### src/hw/rtl/kwm_pkg.sv
package kwm_pkg;

    typedef enum logic [1:0] {
        S_IDLE,
        S_SCAN,
        S_FINISH
    } t_state;

    typedef enum logic {
        ACT_PUSH = 1'b0,
        ACT_TAKE = 1'b1
    } t_action;

    typedef struct packed {
        logic push;
        logic take_start;
        logic rd_en;
        logic finish;
    } t_cmd;

    localparam int LANE_FIELD_W  = 3;
    localparam int VALUE_FIELD_W = 32;

endpackage

### src/hw/rtl/kwm_ctrl.sv
module kwm_ctrl #(
    parameter int LANES = 8
) (
    input  logic                i_clk,
    input  logic                i_rst_n,
    input  logic                i_in_valid,
    output logic                o_in_stall,
    input  logic                i_action,
    input  logic                i_out_valid,
    input  logic                i_out_stall,
    output kwm_pkg::t_cmd       o_cmd,
    output logic [$clog2(LANES)-1:0] o_rd_lane
);
    import kwm_pkg::*;

    localparam int LW = $clog2(LANES);
    localparam int IW = LW + 1;
    localparam logic [IW-1:0] LAST_IDX = IW'(LANES);

    t_state          r_state, n_state;
    logic [IW-1:0]   r_idx, n_idx;
    logic            w_ready;
    logic            w_accept;

    assign w_ready    = (r_state == S_IDLE) && (!i_out_valid || !i_out_stall);
    assign w_accept   = i_in_valid && w_ready;
    assign o_in_stall = !w_ready;
    assign o_rd_lane  = r_idx[LW-1:0];

    always_comb begin
        n_state = r_state;
        case (r_state)
            S_IDLE: begin
                if (w_accept && (i_action == ACT_TAKE)) begin
                    n_state = S_SCAN;
                end
            end
            S_SCAN: begin
                if (r_idx == LAST_IDX) begin
                    n_state = S_FINISH;
                end
            end
            S_FINISH: begin
                n_state = S_IDLE;
            end
            default: begin
                n_state = S_IDLE;
            end
        endcase
    end

    always_comb begin
        o_cmd.push       = 1'b0;
        o_cmd.take_start = 1'b0;
        o_cmd.rd_en      = 1'b0;
        o_cmd.finish     = 1'b0;
        n_idx            = r_idx;
        case (r_state)
            S_IDLE: begin
                o_cmd.push       = w_accept && (i_action == ACT_PUSH);
                o_cmd.take_start = w_accept && (i_action == ACT_TAKE);
                n_idx            = '0;
            end
            S_SCAN: begin
                o_cmd.rd_en = (r_idx < LAST_IDX);
                n_idx       = r_idx + IW'(1);
            end
            S_FINISH: begin
                o_cmd.finish = 1'b1;
            end
            default: begin
                n_idx = '0;
            end
        endcase
    end

    always_ff @(posedge i_clk) begin
        if (!i_rst_n) begin
            r_state <= S_IDLE;
            r_idx   <= '0;
        end else begin
            r_state <= n_state;
            r_idx   <= n_idx;
        end
    end

    a_take_enters_scan: assert property (@(posedge i_clk) disable iff (!i_rst_n)
        o_cmd.take_start |=> (r_state == S_SCAN) && (r_idx == '0))
        else $error("Take did not start a scan from lane zero.");

    a_finish_after_scan: assert property (@(posedge i_clk) disable iff (!i_rst_n)
        (r_state == S_FINISH) |-> $past(r_state) == S_SCAN)
        else $error("Finish was reached without a scan.");

    a_no_accept_when_busy: assert property (@(posedge i_clk) disable iff (!i_rst_n)
        (r_state != S_IDLE) |-> o_in_stall)
        else $error("Input accepted while a take was in progress.");

endmodule

### config.mk
export PLATFORM = sky130hd
export DESIGN_NAME = kwm_ctrl
export DESIGN_NICKNAME = d
export VERILOG_FILES = /design/src/hw/rtl/kwm_pkg.sv /design/src/hw/rtl/kwm_ctrl.sv
export SDC_FILE = /design/constraint.sdc
export NUM_CORES = 1
export LEC_CHECK = 0
export ABC_CLOCK_PERIOD_IN_PS = 3800
export BUFFER_PORTS_ARGS = -buffer_cell sky130_fd_sc_hd__buf_2
export CELL_PAD_IN_SITES_DETAIL_PLACEMENT = 1
export CELL_PAD_IN_SITES_GLOBAL_PLACEMENT = 1
export CORE_AREA = 2 2 39 41
export CTS_CLUSTER_DIAMETER = 120
export DETAILED_ROUTE_END_ITERATION = 8
export DIE_AREA = 0 0 41 43
export PLACE_DENSITY = 0.69
export SYNTH_ARGS = -nofsm -noshare
export SYNTH_HDL_FRONTEND = slang
export SYNTH_SLANG_ARGS = --single-unit
### constraint.sdc
create_clock -name i_clk -period 3.8 [get_ports i_clk]
set_clock_uncertainty 0.2 [all_clocks]
set_input_delay 0.57 -clock i_clk [delete_from_list [all_inputs] [get_ports i_clk]]
set_output_delay 0.57 -clock i_clk [all_outputs]
set_load 0.05 [all_outputs]
## Word-level counts from Yosys, hierarchy flattened

Index checks and enable logic that the tools add are counted.

| cells by class | value |
|---|---|
| $add $sub $neg | 1 |
| $lt $le $gt $ge | 1 |
| equal/unequal tests | 5 |
| mux-type cells | 7 |
| bitwise gates (word level) | 1 |
| reduce and logical (&&, ||, !) cells | 10 |

Operators by type and width:

| cell | number |
|---|---|
| one-hot mux 4 bit (2 select lines) | 1 |
| 2-to-1 mux 2 bit | 3 |
| adder 4 x 1 -> 4 bit, second input constant | 1 |
| equality test 4 bit, second input constant | 1 |
| logical AND 1 bit | 4 |
| < comparator 4 bit, second input constant | 1 |
| one-hot mux 2 bit (2 select lines) | 1 |
| logical NOT 1 bit | 3 |
| equality test 2 x 1 -> 1 bit, second input constant | 1 |
| equality test 2 bit, second input constant | 1 |
| logical NOT 2 bit | 1 |
| 2-to-1 mux 1 bit | 2 |
| inequality test 2 x 1 -> 1 bit, second input constant | 1 |
| inequality test 2 bit, second input constant | 1 |
| AND reduction 2 bit | 1 |
| logical OR 1 bit | 1 |
| inverter 1 bit | 1 |

| storage, ports and cells | value |
|---|---|
| flip-flop bits (word level) | 6 |
| word-level logic and storage cells | 27 |

## Depth between registers and ports, before layout

Gate-level depths: netlist (run 1).

| depth | value |
|---|---|
| word-level depth | 7 |
| gate-level depth with buffers | 5 |

## Worst setup path before layout (run 1)

Ideal clock, no wire load.

| timing | value |
|---|---|
| path kind | in2out |
| start | in i_out_valid |
| end | out o_cmd[3] (netlist bit) |
| data arrival time | 1.627 ns |
| slack | 1.403 ns |
| stages | 3 |
| cells stage by stage | a211oi_1 -> nand2_1 -> nor2_1 |

RTL lines:

| element | RTL line | RTL |
|---|---|---|
| start: declaration | kwm_ctrl.sv:9 | `input logic i_out_valid,` |
| end: declaration | kwm_ctrl.sv:11 | `output kwm_pkg::t_cmd o_cmd,` |

==> impl_metrics.prom, run 1 <==
# TYPE chip_impl_metric gauge
chip_impl_metric{name="path_buf_inv",unit=""} 2
chip_impl_metric{name="fin_crit",unit="ns"} 2.260
chip_impl_metric{name="synthXorXnorAreaFrac",unit=""} 0
chip_impl_metric{name="floorplan.initialDensity",unit=""} 0.2459
chip_impl_metric{name="synthMuxAreaShare",unit=""} 0
chip_impl_metric{name="route.vias.total",unit=""} 339
chip_impl_info{name="critical-path-slowest-cell",value="sky130_fd_sc_hd__a211oi_1"} 1
chip_impl_metric{name="grt_pass1_vias",unit=""} 284
chip_impl_metric{name="total_placed_instance_area",unit="sq um"} 402.9
chip_impl_info{name="timing_worst_setup_path_type",value="in -> out"} 1
chip_impl_metric{name="grt_pass1_wl",unit="mm"} 1.262
chip_impl_metric{name="postCtsHoldBufs",unit=""} 0
chip_impl_info{name="regToRegEndpoint",value="r_idx[1]"} 1
chip_impl_metric{name="post_synth_num_cell_types",unit=""} 20
chip_impl_metric{name="part_of_the_yosys_area_used_for_sequential_elements",unit=""} 0.3529
chip_impl_metric{name="syn_avg_cell_area",unit="sq um"} 7.735
chip_impl_metric{name="syn_nets",unit=""} 52
chip_impl_metric{name="cap_viol_max_count",unit=""} 0
chip_impl_info{name="rsz0062_at_grt",value="false"} 1
chip_impl_metric{name="post_cts.resized_instances",unit=""} 0
chip_impl_metric{name="drt-pass1-iter-count",unit=""} 4
chip_impl_metric{name="route.detailed.wl_per_inst",unit="microns"} 11.05
chip_impl_metric{name="buffer_ports.inserted",unit=""} 13
chip_impl_info{name="startpoint_class",value="primary input"} 1
chip_impl_metric{name="layout-drive-gt1-share",unit=""} 0.3158
chip_impl_metric{name="final-instance-count-excl-fill",unit=""} 73
chip_impl_metric{name="cp_num_cells",unit=""} 5
chip_impl_info{name="cts-root-buf",value="sky130_fd_sc_hd__clkbuf_4"} 1
chip_impl_metric{name="cts_sinks",unit=""} 6
chip_impl_metric{name="grt_start_max_net_pins",unit=""} 8
chip_impl_metric{name="area_delta_synth_final",unit="%"} 25.00
chip_impl_metric{name="slew_viol_final",unit=""} 0
chip_impl_metric{name="wl",unit="microns"} 807
chip_impl_metric{name="cp_data_arrival_time",unit="ns"} 1.49
chip_impl_metric{name="final_net_count",unit=""} 67
chip_impl_metric{name="r2r_setup_slack",unit="ns"} 2.50
chip_impl_metric{name="fraction_of_registers_with_async_set_reset",unit=""} 0
chip_impl_metric{name="maxClockFrequency",unit="GHz"} 0.4425
chip_impl_metric{name="fin_worst_hold_slack",unit="ns"} 0.3166
chip_impl_metric{name="synth-seq-cells",unit=""} 6
chip_impl_metric{name="vias_per_cell",unit=""} 4.644
chip_impl_metric{name="die_height",unit="microns"} 43
chip_impl_metric{name="worst_path_clk_slew",unit="ns"} 0.05
chip_impl_metric{name="drt-initial-drc-count",unit=""} 4
chip_impl_metric{name="power_density",unit="nW/um^2"} 363.9
chip_impl_metric{name="io_pins",unit=""} 14
chip_impl_metric{name="num_antenna_cells",unit=""} 0
chip_impl_metric{name="core",unit="sq um"} 1384
chip_impl_metric{name="design_power_total",unit="W"} 0.0001548
chip_impl_metric{name="grt.overflow.total",unit=""} 0
chip_impl_metric{name="final-setup-viol-count",unit=""} 0
chip_impl_metric{name="yosysTopAreaCellShare",unit=""} 0.3529
chip_impl_metric{name="rows",unit=""} 14
chip_impl_metric{name="clk_latency",unit="ns"} 0.24
chip_impl_metric{name="leakage_dissipation",unit="nW"} 0.2054
chip_impl_metric{name="tritoncts.num_buffers",unit=""} 3
chip_impl_metric{name="setup_tns",unit="ns"} 0
chip_impl_metric{name="finalHoldViolCount",unit=""} 0
chip_impl_metric{name="synthSimpleGateAreaFrac",unit=""} 0.3382
chip_impl_metric{name="cts.path.max_buffers",unit=""} 2
chip_impl_info{name="synthFlopType",value="sky130_fd_sc_hd__dfxtp_1"} 1
chip_impl_info{name="worstSetupEndpointType",value="primary output"} 1
chip_impl_info{name="crit_start",value="i_out_valid"} 1
chip_impl_metric{name="synth_compound_gate_area_share",unit=""} 0.1250
chip_impl_info{name="worst_r2r_startpoint",value="r_idx[0]"} 1
chip_impl_metric{name="vdd_ir_drop_max",unit="mV"} 0.1219
chip_impl_metric{name="grt_antenna_before_repair",unit=""} 0
chip_impl_metric{name="post_cts.repair.setup_buffers",unit=""} 0
chip_impl_metric{name="post_synth_fa_ha_maj_area_fraction",unit=""} 0.07353
chip_impl_metric{name="antenna_nets_post_route",unit=""} 0
chip_impl_metric{name="post-dp-hpwl",unit="microns"} 603.5
chip_impl_info{name="class_of_the_tightest_hold_or_removal_check",value="reg -> reg"} 1
chip_impl_info{name="main_combinational_cell_family_by_area_after_synthesis",value="simple AND/OR/NAND/NOR gates"} 1
chip_impl_metric{name="worst-path-max-fanout",unit=""} 3
chip_impl_info{name="timing.critical_path.cells",value="buf_2 -> a211oi_1 -> nand2_1 -> nor2_1 -> buf_2"} 1
chip_impl_metric{name="synth-edff-count",unit=""} 0
chip_impl_metric{name="gp_congestion",unit=""} 0.6273
chip_impl_metric{name="drc_errors",unit=""} 0
chip_impl_info{name="yosys-top-cells-area",value="sky130_fd_sc_hd__dfxtp_1 35%, sky130_fd_sc_hd__ha_1 7.4%, sky130_fd_sc_hd__buf_4 6.6%, sky130_fd_sc_hd__nand2_1 6.6%, sky130_fd_sc_hd__nor2_1 5.5%"} 1
chip_impl_metric{name="horizontal_die_dimension",unit="microns"} 41
chip_impl_info{name="run_status",value="finished clean"} 1
chip_impl_metric{name="fin_crit_sh",unit=""} 0.5947
chip_impl_metric{name="cp_slowest_stage_delay",unit="ns"} 0.34
chip_impl_info{name="critical_path.endpoint",value="o_cmd[3]"} 1
chip_impl_metric{name="min_delay_path_depth",unit=""} 2
chip_impl_metric{name="slew_headroom",unit=""} 0.7673
chip_impl_metric{name="track_usage",unit=""} 0.1094
chip_impl_metric{name="dp_cells",unit=""} 70
chip_impl_metric{name="synth_warnings",unit=""} 0
chip_impl_info{name="critical_path.top_delay_family",value="buffers and inverters"} 1
chip_impl_metric{name="die_area",unit="sq um"} 1763
chip_impl_info{name="synthDominantAreaCellType",value="sky130_fd_sc_hd__dfxtp_1"} 1
chip_impl_metric{name="synthesis.instances",unit=""} 44
chip_impl_info{name="timing.critical_path.mode_cell",value="sky130_fd_sc_hd__buf_2"} 1
chip_impl_metric{name="syn_area",unit="sq um"} 340.3
chip_impl_metric{name="htree_levels",unit=""} 1
chip_impl_metric{name="post-route-cell-area",unit="sq um"} 425.4
chip_impl_metric{name="worstPathRequired",unit="ns"} 3.03
chip_impl_info{name="tritoncts",value="built"} 1
chip_impl_metric{name="worst_r2r_path_depth",unit=""} 4
chip_impl_metric{name="timing_worst_slew_pin_value",unit="ns"} 0.3470
[flip-flops by register name, indices dropped and copies added (netlist names)]
register	flops
r_idx	4
r_state	2
[worst min-delay path by stage]
stage | from | endpoint | slack [ns]
after floorplan | r_idx[2] | r_state[1] | 0.27
after global placement | r_idx[3] | r_idx[3] | 0.32
after detailed placement | r_idx[3] | r_idx[3] | 0.32
after CTS | r_idx[3] | r_idx[3] | 0.32
after global routing | r_idx[2] | r_state[1] | 0.36
final | r_idx[3] | r_idx[3] | 0.32
[worst min-delay path: cells and delay by family (launching register included)]
| family | cells | cell delay, ns |
|---|---|---|
| AO/OA/AOI/OAI | 1 | 0.06 |
| flip-flops | 1 | 0.34 |
| AND/OR/NAND/NOR | 1 | 0.07 |
[power by group]
group	internal, W	leakage, nW	switching (W)
Combinational	0.00000865	0.143	0.0000212
Clock	0.0000357	0.0138	0.0000225
Sequential	0.0000646	0.0486	0.00000226
[per-layer routing]
metal  global-route usage  vias to the layer above  part of all wire
met1               0.1543                      151              0.49
met4               0.1000                        0             0.015
li1                     -                      173                 -
met5                    0                        -                 0
met2               0.1250                       13              0.42
met3              0.03141                        2             0.072
[cells in the mapped netlist, types with 2 or more instances]
library cell / n
sky130_fd_sc_hd__inv_1: 4
sky130_fd_sc_hd__ha_1: 2
sky130_fd_sc_hd__a21oi_1: 2
sky130_fd_sc_hd__nand3_1: 2
sky130_fd_sc_hd__dfxtp_1: 6
sky130_fd_sc_hd__nand3b_1: 2
sky130_fd_sc_hd__and2b_2: 2
sky130_fd_sc_hd__buf_4: 3
sky130_fd_sc_hd__nor2_1: 5
sky130_fd_sc_hd__nand2_1: 6
[cell usage in the layout (no fill, tap or decap), drive strengths merged, types with 2 or more instances in the layout]
cell type,count
a21oi,2
and2b,2
buf,13
clkbuf,3
dfxtp,6
ha,2
inv,4
nand2,6
nand3,2
nand3b,2
nor2,5
[cells by family after synthesis]
logic type      count (synthesis)
buf+inv                         7
flops                           6
fa+ha+maj                       2
simple gates                   22
compound gates                  7
[layout make-up]
cell class	instances	area (sq um)
inverters	4	15.01
multi-input cells	31	182.7
well taps	16	20.02
fillers	172	958.4
flip-flops and latches	6	120.1
repair buffers	13	65.06
clock buffers	3	22.52
[per-stage QoR]
step | util | worst slack, ns
2_1_floorplan | - | 1.403
6_report | 0.3074 | 1.540
3_5_place_dp | 0.2911 | 1.541
3_3_place_gp | 0.2911 | 1.589
5_1_grt | 0.3074 | 1.372
4_1_cts | 0.3074 | 1.530
Note: power is estimated with default switching activity, not from simulation.
==> run 2: changes to the inputs <==
Settings changed: ABC_AREA from default to 1, ABC_CLOCK_PERIOD_IN_PS 3800 to 2100, PLACE_DENSITY 0.69 to 0.7.
Clock period 3.8 ns to 2.1 ns, I/O delays scaled along.
==> run 2 against run 1 <==
Compared with the run above: sequential cell count stayed put; worst hold slack worse by 0.19 ns; routed wire length down 0.87%; cell count is 4.1% higher; critical path type is now reg -> out; critical endpoint unchanged; largest cell class unchanged.
==> impl_metrics.prom, run 2 <==
# TYPE chip_impl_metric gauge
chip_impl_metric{name="tritoncts.num_buffers",unit=""} 3
chip_impl_metric{name="p_sw_frac",unit=""} 0.3077
chip_impl_metric{name="grt_start_max_net_pins",unit=""} 8
chip_impl_info{name="critical_path.top_delay_family",value="simple AND/OR/NAND/NOR gates"} 1
chip_impl_metric{name="slew_headroom",unit=""} 0.8339
chip_impl_metric{name="drt-initial-drc-count",unit=""} 1
chip_impl_metric{name="post_synth_num_cell_types",unit=""} 16
chip_impl_metric{name="gp_congestion",unit=""} 0.6391
chip_impl_metric{name="syn_nets",unit=""} 55
chip_impl_metric{name="wl_met1",unit="microns"} 319
chip_impl_metric{name="vdd_ir_drop_max",unit="mV"} 0.1880
chip_impl_metric{name="power.clock.fraction",unit=""} 0.381
chip_impl_metric{name="p_switching",unit="W"} 0.00008718
chip_impl_metric{name="fin_worst_hold_slack",unit="ns"} 0.1310
chip_impl_metric{name="die_height",unit="microns"} 43
chip_impl_metric{name="post-dp-hpwl",unit="microns"} 610.1
chip_impl_info{name="worstSetupEndpointType",value="primary output"} 1
chip_impl_info{name="critical-path-slowest-cell",value="sky130_fd_sc_hd__dfxtp_1"} 1
chip_impl_metric{name="wl",unit="microns"} 800
chip_impl_metric{name="cts_sinks",unit=""} 6
chip_impl_metric{name="fin_crit_sh",unit=""} 0.8402
chip_impl_metric{name="htree_levels",unit=""} 1
chip_impl_metric{name="met3_wirelength",unit="microns"} 35
chip_impl_info{name="registers_with_the_most_flip_flops",value="r_idx: 4 flops, r_state: 2 flops"} 1
chip_impl_metric{name="worst-path-max-fanout",unit=""} 3
chip_impl_metric{name="area_delta_synth_final",unit="%"} 25.19
chip_impl_info{name="cts-root-buf",value="sky130_fd_sc_hd__clkbuf_4"} 1
chip_impl_metric{name="floorplan.initialDensity",unit=""} 0.2441
chip_impl_metric{name="final_net_count",unit=""} 70
chip_impl_info{name="startpoint_class",value="register"} 1
chip_impl_metric{name="grt_pass1_wl",unit="mm"} 1.276
chip_impl_metric{name="largest_reg_flops",unit=""} 4
chip_impl_metric{name="die_area",unit="sq um"} 1763
chip_impl_info{name="rsz0062_at_grt",value="false"} 1
chip_impl_metric{name="buffer_ports.inserted",unit=""} 13
chip_impl_info{name="tritoncts",value="built"} 1
chip_impl_metric{name="postCtsHoldBufs",unit=""} 0
chip_impl_metric{name="setup_tns",unit="ns"} 0
chip_impl_metric{name="fin_crit",unit="ns"} 1.764
chip_impl_metric{name="grt.overflow.total",unit=""} 0
chip_impl_metric{name="synth-seq-cells",unit=""} 6
chip_impl_metric{name="synthesis.instances",unit=""} 47
chip_impl_metric{name="layout-drive-gt1-share",unit=""} 0.3500
chip_impl_metric{name="maxClockFrequency",unit="GHz"} 0.5668
chip_impl_metric{name="antenna_nets_post_route",unit=""} 0
chip_impl_metric{name="cts.path.max_buffers",unit=""} 2
chip_impl_metric{name="route.detailed.wl_per_inst",unit="microns"} 10.53
chip_impl_info{name="timing.critical_path.cells",value="nor2_1 -> nand2_1 -> nor3b_2 -> buf_2"} 1
chip_impl_metric{name="final-setup-viol-count",unit=""} 0
chip_impl_metric{name="part_of_the_yosys_area_used_for_sequential_elements",unit=""} 0.3556
chip_impl_info{name="synthFlopType",value="sky130_fd_sc_hd__dfxtp_1"} 1
chip_impl_metric{name="leakage_dissipation",unit="nW"} 0.2084
chip_impl_metric{name="syn_area",unit="sq um"} 337.8
chip_impl_metric{name="cap_viol_max_count",unit=""} 0
chip_impl_metric{name="slew_viol_final",unit=""} 0
chip_impl_info{name="netlist_top_cells_count",value="9 x sky130_fd_sc_hd__nand2_1, 6 x sky130_fd_sc_hd__dfxtp_1, 6 x sky130_fd_sc_hd__inv_1, 5 x sky130_fd_sc_hd__a21oi_1, 4 x sky130_fd_sc_hd__nand3_1"} 1
chip_impl_metric{name="vias_per_cell",unit=""} 4.618
chip_impl_info{name="class_of_the_tightest_hold_or_removal_check",value="in -> reg"} 1
chip_impl_metric{name="met2RoutedLength",unit="microns"} 440
chip_impl_metric{name="horizontal_die_dimension",unit="microns"} 41
chip_impl_metric{name="drt-pass1-iter-count",unit=""} 2
chip_impl_metric{name="cell_internal_power",unit="W"} 0.0001962
chip_impl_metric{name="timing_worst_slew_pin_value",unit="ns"} 0.2509
chip_impl_metric{name="post_cts.repair.setup_buffers",unit=""} 0
chip_impl_metric{name="core",unit="sq um"} 1384
chip_impl_metric{name="io_pins",unit=""} 14
chip_impl_info{name="yosys-top-cells-area",value="sky130_fd_sc_hd__dfxtp_1 36%, sky130_fd_sc_hd__nand2_1 10%, sky130_fd_sc_hd__a21oi_1 7.4%, sky130_fd_sc_hd__ha_1 7.4%, sky130_fd_sc_hd__buf_4 6.7%"} 1
chip_impl_metric{name="worstPathRequired",unit="ns"} 1.58
chip_impl_metric{name="syn_avg_cell_area",unit="sq um"} 7.188
chip_impl_metric{name="grt_pass1_vias",unit=""} 327
chip_impl_metric{name="synth-edff-count",unit=""} 0
chip_impl_info{name="timing_worst_setup_path_type",value="reg -> out"} 1
chip_impl_metric{name="route.vias.total",unit=""} 351
chip_impl_metric{name="yosysTopAreaCellShare",unit=""} 0.3556
chip_impl_metric{name="worst_path_clk_slew",unit="ns"} 0.04
chip_impl_info{name="register_with_the_most_flip_flops",value="r_idx"} 1
chip_impl_metric{name="power_density",unit="nW/um^2"} 670.0
chip_impl_metric{name="power.share.sequential",unit=""} 0.426
chip_impl_info{name="top_routing_layer_in_use",value="met4"} 1
chip_impl_metric{name="post_cts.resized_instances",unit=""} 0
chip_impl_info{name="layout_common_cells",value="13 x sky130_fd_sc_hd__buf_2, 9 x sky130_fd_sc_hd__nand2_1, 6 x sky130_fd_sc_hd__inv_1, 6 x sky130_fd_sc_hd__dfxtp_1, 5 x sky130_fd_sc_hd__a21oi_1"} 1
chip_impl_metric{name="rows",unit=""} 14
chip_impl_info{name="leading_cell_type_in_the_layout_fill_and_taps_excluded",value="sky130_fd_sc_hd__buf_2"} 1
chip_impl_metric{name="synth_warnings",unit=""} 0
chip_impl_metric{name="power.combinational.fraction",unit=""} 0.193
chip_impl_metric{name="cp_slowest_stage_delay",unit="ns"} 0.33
chip_impl_metric{name="path_buf_inv",unit=""} 1
chip_impl_metric{name="cp_data_arrival_time",unit="ns"} 1.25
chip_impl_metric{name="finalHoldViolCount",unit=""} 0
chip_impl_metric{name="track_usage",unit=""} 0.1122
chip_impl_metric{name="num_antenna_cells",unit=""} 0
chip_impl_metric{name="grt_antenna_before_repair",unit=""} 0
chip_impl_metric{name="drc_errors",unit=""} 0
chip_impl_info{name="synthDominantAreaCellType",value="sky130_fd_sc_hd__dfxtp_1"} 1
chip_impl_metric{name="fraction_of_registers_with_async_set_reset",unit=""} 0
chip_impl_metric{name="clk_latency",unit="ns"} 0.25
chip_impl_info{name="synth.most_common_cell",value="sky130_fd_sc_hd__nand2_1"} 1
chip_impl_info{name="run_status",value="finished clean"} 1
## run 2: cell types whose count changed in the layout (fill, tap and decap cells not counted), moves of 2 or more
cell                       change
sky130_fd_sc_hd__nand3_1       +2
sky130_fd_sc_hd__and2b_2       -2
sky130_fd_sc_hd__nand2_1       +3
sky130_fd_sc_hd__inv_2         +2
sky130_fd_sc_hd__nand4_1       +2
sky130_fd_sc_hd__nor2_1        -3
sky130_fd_sc_hd__nand3b_1      -2
sky130_fd_sc_hd__a21oi_1       +3
sky130_fd_sc_hd__inv_1         +2
## run 2: power groups by stage
stage	Sequential (W)	Clock [W]	Combinational, W
3_3_place_gp	0.000123	0	0.0000544
3_5_place_dp	0.000123	0	0.0000550
6_report	0.000121	0.000108	0.0000547
4_1_cts	0.000121	0.000117	0.0000551
5_1_grt	0.000121	0.000122	0.0000582
2_1_floorplan	0.000122	0	0.0000425
## run 2: layer usage
layer  GRT usage  vias to the layer above
met2      0.1844                        5
met5           0                        -
met4     0.06000                        0
met3     0.06283                        2
met1      0.1022                      169
li1            -                      175
## run 2: path summary, 6_finish.rpt
path | start | end | slack [ns] | cells after the start
hold reg to reg | r_idx[3] | r_idx[3] | 0.33 | 2
hold / removal | i_rst_n | r_idx[0] | 0.13 | 3
setup / recovery | r_state[0] | o_cmd[3] | 0.34 | 4
setup reg to reg | r_idx[0] | r_state[0] | 0.85 | 5
## run 2: cell families (layout without fill, tap and decap cells)
| kind of cell | count (synthesis) | count (layout) | synth area share |
|---|---|---|---|
| flops | 6 | 6 | 0.3556 |
| fa+ha+maj | 2 | 2 | 0.07406 |
| simple gates | 22 | 22 | 0.3259 |
| compound gates | 6 | 6 | 0.08886 |
| buf+inv | 11 | 24 | 0.1556 |
## run 2: worst reg2reg max path: stages (launching register included)
cell and delay [ns]:
sky130_fd_sc_hd__dfxtp_1 0.40, sky130_fd_sc_hd__inv_1 0.10, sky130_fd_sc_hd__ha_1 0.20, sky130_fd_sc_hd__nand3_1 0.11
sky130_fd_sc_hd__nand2_1 0.06, sky130_fd_sc_hd__a21oi_1 0.12
## run 2: cell type report
cell class	count	area, sq um
Timing Repair Buffer	13	65.06
Multi-Input combinational cell	30	165.2
Sequential cell	6	120.1
Fill cell	189	960.9
Clock buffer	3	22.52
Tap cell	16	20.02
Inverter	8	30.03
## run 2: stage by stage
stage | utilization | power, W | worst slack [ns] | instance area (sq um) | std cells
final | 0.3056 | 0.0002834 | 0.3356 | 422.9 | 76
after detailed placement | 0.2893 | 0.0001780 | 0.5866 | 400.4 | 73
after CTS | 0.3056 | 0.0002925 | 0.3242 | 422.9 | 76
after global placement | 0.2893 | 0.0001773 | 0.6212 | 400.4 | 73
after floorplan | - | 0.0001647 | 0.05771 | 337.8 | 47
after global routing | 0.3056 | 0.0003017 | 0.2196 | 422.9 | 76
==> run 3: changes to the inputs <==
Settings changed: ABC_AREA 1 to 0, ABC_CLOCK_PERIOD_IN_PS 2100 to 1750, PLACE_DENSITY 0.7 to 0.69.
Clock period 2.1 ns to 1.75 ns, I/O delays scaled along.
==> run 3 against run 2 <==
Compared with the run above: clock power increased by 19%; setup slack got worse by 0.28 ns; die area unchanged; first-iteration DRC count increased to 7.0 times the previous value; register-to-register slack got worse by 0.43 ns; utilization increased by 2.6 points; final area increased by 8.6%; worst hold slack got worse by 0.044 ns; power increased by 22%; sequential power increased by 19%; largest cell class unchanged; highest routed layer unchanged.
==> impl_metrics.prom, run 3 (synthesized netlist as in run 1, its figures left out) <==
# TYPE chip_impl_metric gauge
chip_impl_metric{name="power_density",unit="nW/um^2"} 754.8
chip_impl_metric{name="maxClockFrequency",unit="GHz"} 0.5909
chip_impl_metric{name="die_area",unit="sq um"} 1763
chip_impl_metric{name="worst-path-max-fanout",unit=""} 7
chip_impl_metric{name="drc_errors",unit=""} 0
chip_impl_metric{name="layout-drive-gt1-share",unit=""} 0.3860
chip_impl_info{name="worst_r2r_startpoint",value="r_state[0]"} 1
chip_impl_info{name="run_status",value="finished clean"} 1
chip_impl_info{name="registers_with_the_most_flip_flops",value="r_idx: 4 flops, r_state: 2 flops"} 1
chip_impl_info{name="class_of_the_tightest_hold_or_removal_check",value="in -> reg"} 1
chip_impl_metric{name="tritoncts.num_buffers",unit=""} 3
chip_impl_metric{name="worst_path_clk_slew",unit="ns"} 0.05
chip_impl_metric{name="slew_viol_final",unit=""} 0
chip_impl_metric{name="final_net_count",unit=""} 67
chip_impl_metric{name="grt_pass1_vias",unit=""} 310
chip_impl_metric{name="fin_crit",unit="ns"} 1.692
chip_impl_metric{name="htree_levels",unit=""} 1
chip_impl_metric{name="finalHoldViolCount",unit=""} 0
chip_impl_metric{name="core",unit="sq um"} 1384
chip_impl_metric{name="antenna_nets_post_route",unit=""} 0
chip_impl_metric{name="floorplan.initialDensity",unit=""} 0.2459
chip_impl_info{name="tritoncts",value="built"} 1
chip_impl_metric{name="vdd_ir_drop_max",unit="mV"} 0.2451
chip_impl_metric{name="drt-initial-drc-count",unit=""} 7
chip_impl_metric{name="grt_antenna_before_repair",unit=""} 0
chip_impl_info{name="startpoint_class",value="register"} 1
chip_impl_info{name="leading_cell_type_in_the_layout_fill_and_taps_excluded",value="sky130_fd_sc_hd__buf_2"} 1
chip_impl_info{name="register_with_the_most_flip_flops",value="r_idx"} 1
chip_impl_metric{name="slew_headroom",unit=""} 0.8272
chip_impl_metric{name="wl",unit="microns"} 792
chip_impl_metric{name="cts_sinks",unit=""} 6
chip_impl_metric{name="layout.filler_cells",unit=""} 178
chip_impl_metric{name="buffer_ports.inserted",unit=""} 13
chip_impl_metric{name="fin_crit_sh",unit=""} 0.9671
chip_impl_metric{name="gp_congestion",unit=""} 0.7177
chip_impl_info{name="crit_start",value="r_state[1]"} 1
chip_impl_metric{name="cts.path.max_buffers",unit=""} 2
chip_impl_metric{name="grt.overflow.total",unit=""} 0
chip_impl_info{name="critical_path.endpoint",value="o_cmd[3]"} 1
chip_impl_metric{name="vias_per_cell",unit=""} 4.603
chip_impl_metric{name="fin_worst_hold_slack",unit="ns"} 0.08735
chip_impl_metric{name="r2r_setup_slack",unit="ns"} 0.42
chip_impl_metric{name="track_usage",unit=""} 0.1127
chip_impl_metric{name="setup_tns",unit="ns"} 0
chip_impl_metric{name="horizontal_die_dimension",unit="microns"} 41
chip_impl_metric{name="final-instance-count-excl-fill",unit=""} 73
chip_impl_metric{name="rows",unit=""} 14
chip_impl_metric{name="io_pins",unit=""} 14
chip_impl_metric{name="route.detailed.wl_per_inst",unit="microns"} 10.85
chip_impl_metric{name="die_height",unit="microns"} 43
chip_impl_info{name="timing_worst_setup_path_type",value="reg -> out"} 1
chip_impl_info{name="cts-root-buf",value="sky130_fd_sc_hd__clkbuf_4"} 1
chip_impl_info{name="regToRegEndpoint",value="r_idx[3]"} 1
chip_impl_metric{name="timing_worst_slew_pin_value",unit="ns"} 0.2588
chip_impl_metric{name="post_cts.repair.setup_buffers",unit=""} 0
chip_impl_metric{name="grt_start_max_net_pins",unit=""} 8
chip_impl_info{name="layout_common_cells",value="11 x sky130_fd_sc_hd__buf_2, 5 x sky130_fd_sc_hd__nand2_1, 5 x sky130_fd_sc_hd__dfxtp_1, 4 x sky130_fd_sc_hd__inv_1, 4 x sky130_fd_sc_hd__nor2_1"} 1
chip_impl_metric{name="largest_reg_flops",unit=""} 4
chip_impl_metric{name="cap_viol_max_count",unit=""} 0
chip_impl_metric{name="area_delta_synth_final",unit="%"} 34.93
chip_impl_info{name="worstSetupEndpointType",value="primary output"} 1
chip_impl_metric{name="dp_cells",unit=""} 70
chip_impl_metric{name="final-setup-viol-count",unit=""} 0
chip_impl_metric{name="route.vias.total",unit=""} 336
chip_impl_metric{name="num_antenna_cells",unit=""} 0
chip_impl_metric{name="drt-pass1-iter-count",unit=""} 4
chip_impl_metric{name="cp_data_arrival_time",unit="ns"} 1.23
chip_impl_metric{name="register_area",unit="sq um"} 123.9
chip_impl_metric{name="multiInputGateArea",unit="sq um"} 200.2
chip_impl_metric{name="design_power_total",unit="W"} 0.0003466
chip_impl_info{name="rsz0062_at_grt",value="true"} 1
chip_impl_info{name="hold_path_startpoint",value="i_rst_n"} 1
chip_impl_metric{name="worstPathRequired",unit="ns"} 1.29
chip_impl_metric{name="leakage_dissipation",unit="nW"} 0.2114
chip_impl_metric{name="clk_latency",unit="ns"} 0.24
chip_impl_metric{name="grt_pass1_wl",unit="mm"} 1.290
chip_impl_metric{name="worst_r2r_path_depth",unit=""} 3
run 3: changes by cell type in the layout (fill, tap and decap cells not counted), moves of 2 or more:
cell / change
sky130_fd_sc_hd__inv_1: -2
sky130_fd_sc_hd__nor2_1: +2
sky130_fd_sc_hd__a21oi_1: -3
sky130_fd_sc_hd__nand2_1: -4
sky130_fd_sc_hd__nand3_1: -2
sky130_fd_sc_hd__nand3b_1: +2
sky130_fd_sc_hd__inv_2: -2
sky130_fd_sc_hd__buf_2: -2
sky130_fd_sc_hd__nand4_1: -2
sky130_fd_sc_hd__and2b_2: +2
sky130_fd_sc_hd__buf_6: +2
run 3: where the power goes:
group / switching, W / total [W] / internal (W)
Sequential: 0.00000573 / 0.000144 / 0.000139
Clock: 0.0000513 / 0.000129 / 0.0000777
Combinational: 0.0000483 / 0.0000733 / 0.0000250
Total: 0.000105 / 0.000347 / 0.000241
run 3: worst min path at each step:
stage,endpoint,slack [ns],cells past startpoint
after floorplan,r_state[1],0.21,2
after global placement,r_idx[3],0.32,2
after detailed placement,r_idx[3],0.31,2
after CTS,r_state[1],0.09,3
after global routing,r_state[0],0.10,3
final,r_state[1],0.09,3
run 3: repair_timing:
item / 4_1_cts / 5_1_grt
resized for setup: 3 / 6
pin swaps: 1 / 3
endpoints found under the setup margin: 2 / 2
hold buffers: 0 / 0
run 3: per-layer routing:
metal / up-vias / wire length [microns] / track usage
met5: - / 0 / 0
met4: 0 / 8 / 0.08000
met3: 2 / 82 / 0.03141
met2: 13 / 319 / 0.1375
met1: 149 / 382 / 0.1618
li1: 172 / - / -
run 3: final cells by class:
| class | count | share of cell area |
|---|---|---|
| clock buffer | 3 | 0.04905 |
| inverter | 4 | 0.03270 |
| multi-input combinational | 31 | 0.4360 |
| sequential | 6 | 0.2698 |
| tap | 16 | 0.04360 |
| timing repair buffer | 13 | 0.1689 |
run 3: worst max-delay path, stage by stage, from the launching register on:
cell                       delay (ns)
sky130_fd_sc_hd__dfxtp_4         0.37
sky130_fd_sc_hd__a211oi_4        0.24
sky130_fd_sc_hd__nand2_2         0.09
sky130_fd_sc_hd__nor2_2          0.12
sky130_fd_sc_hd__buf_6           0.16
run 3: per-stage QoR:
stage / setup slack (ns) / utilization / area [sq um]
after floorplan: 0.1197 / - / 342.8
after global placement: 0.1438 / 0.2929 / 405.4
after detailed placement: 0.1073 / 0.2929 / 405.4
after CTS: 0.002461 / 0.3165 / 437.9
after global routing: -0.01230 / 0.3318 / 459.2
final: 0.05761 / 0.3318 / 459.2
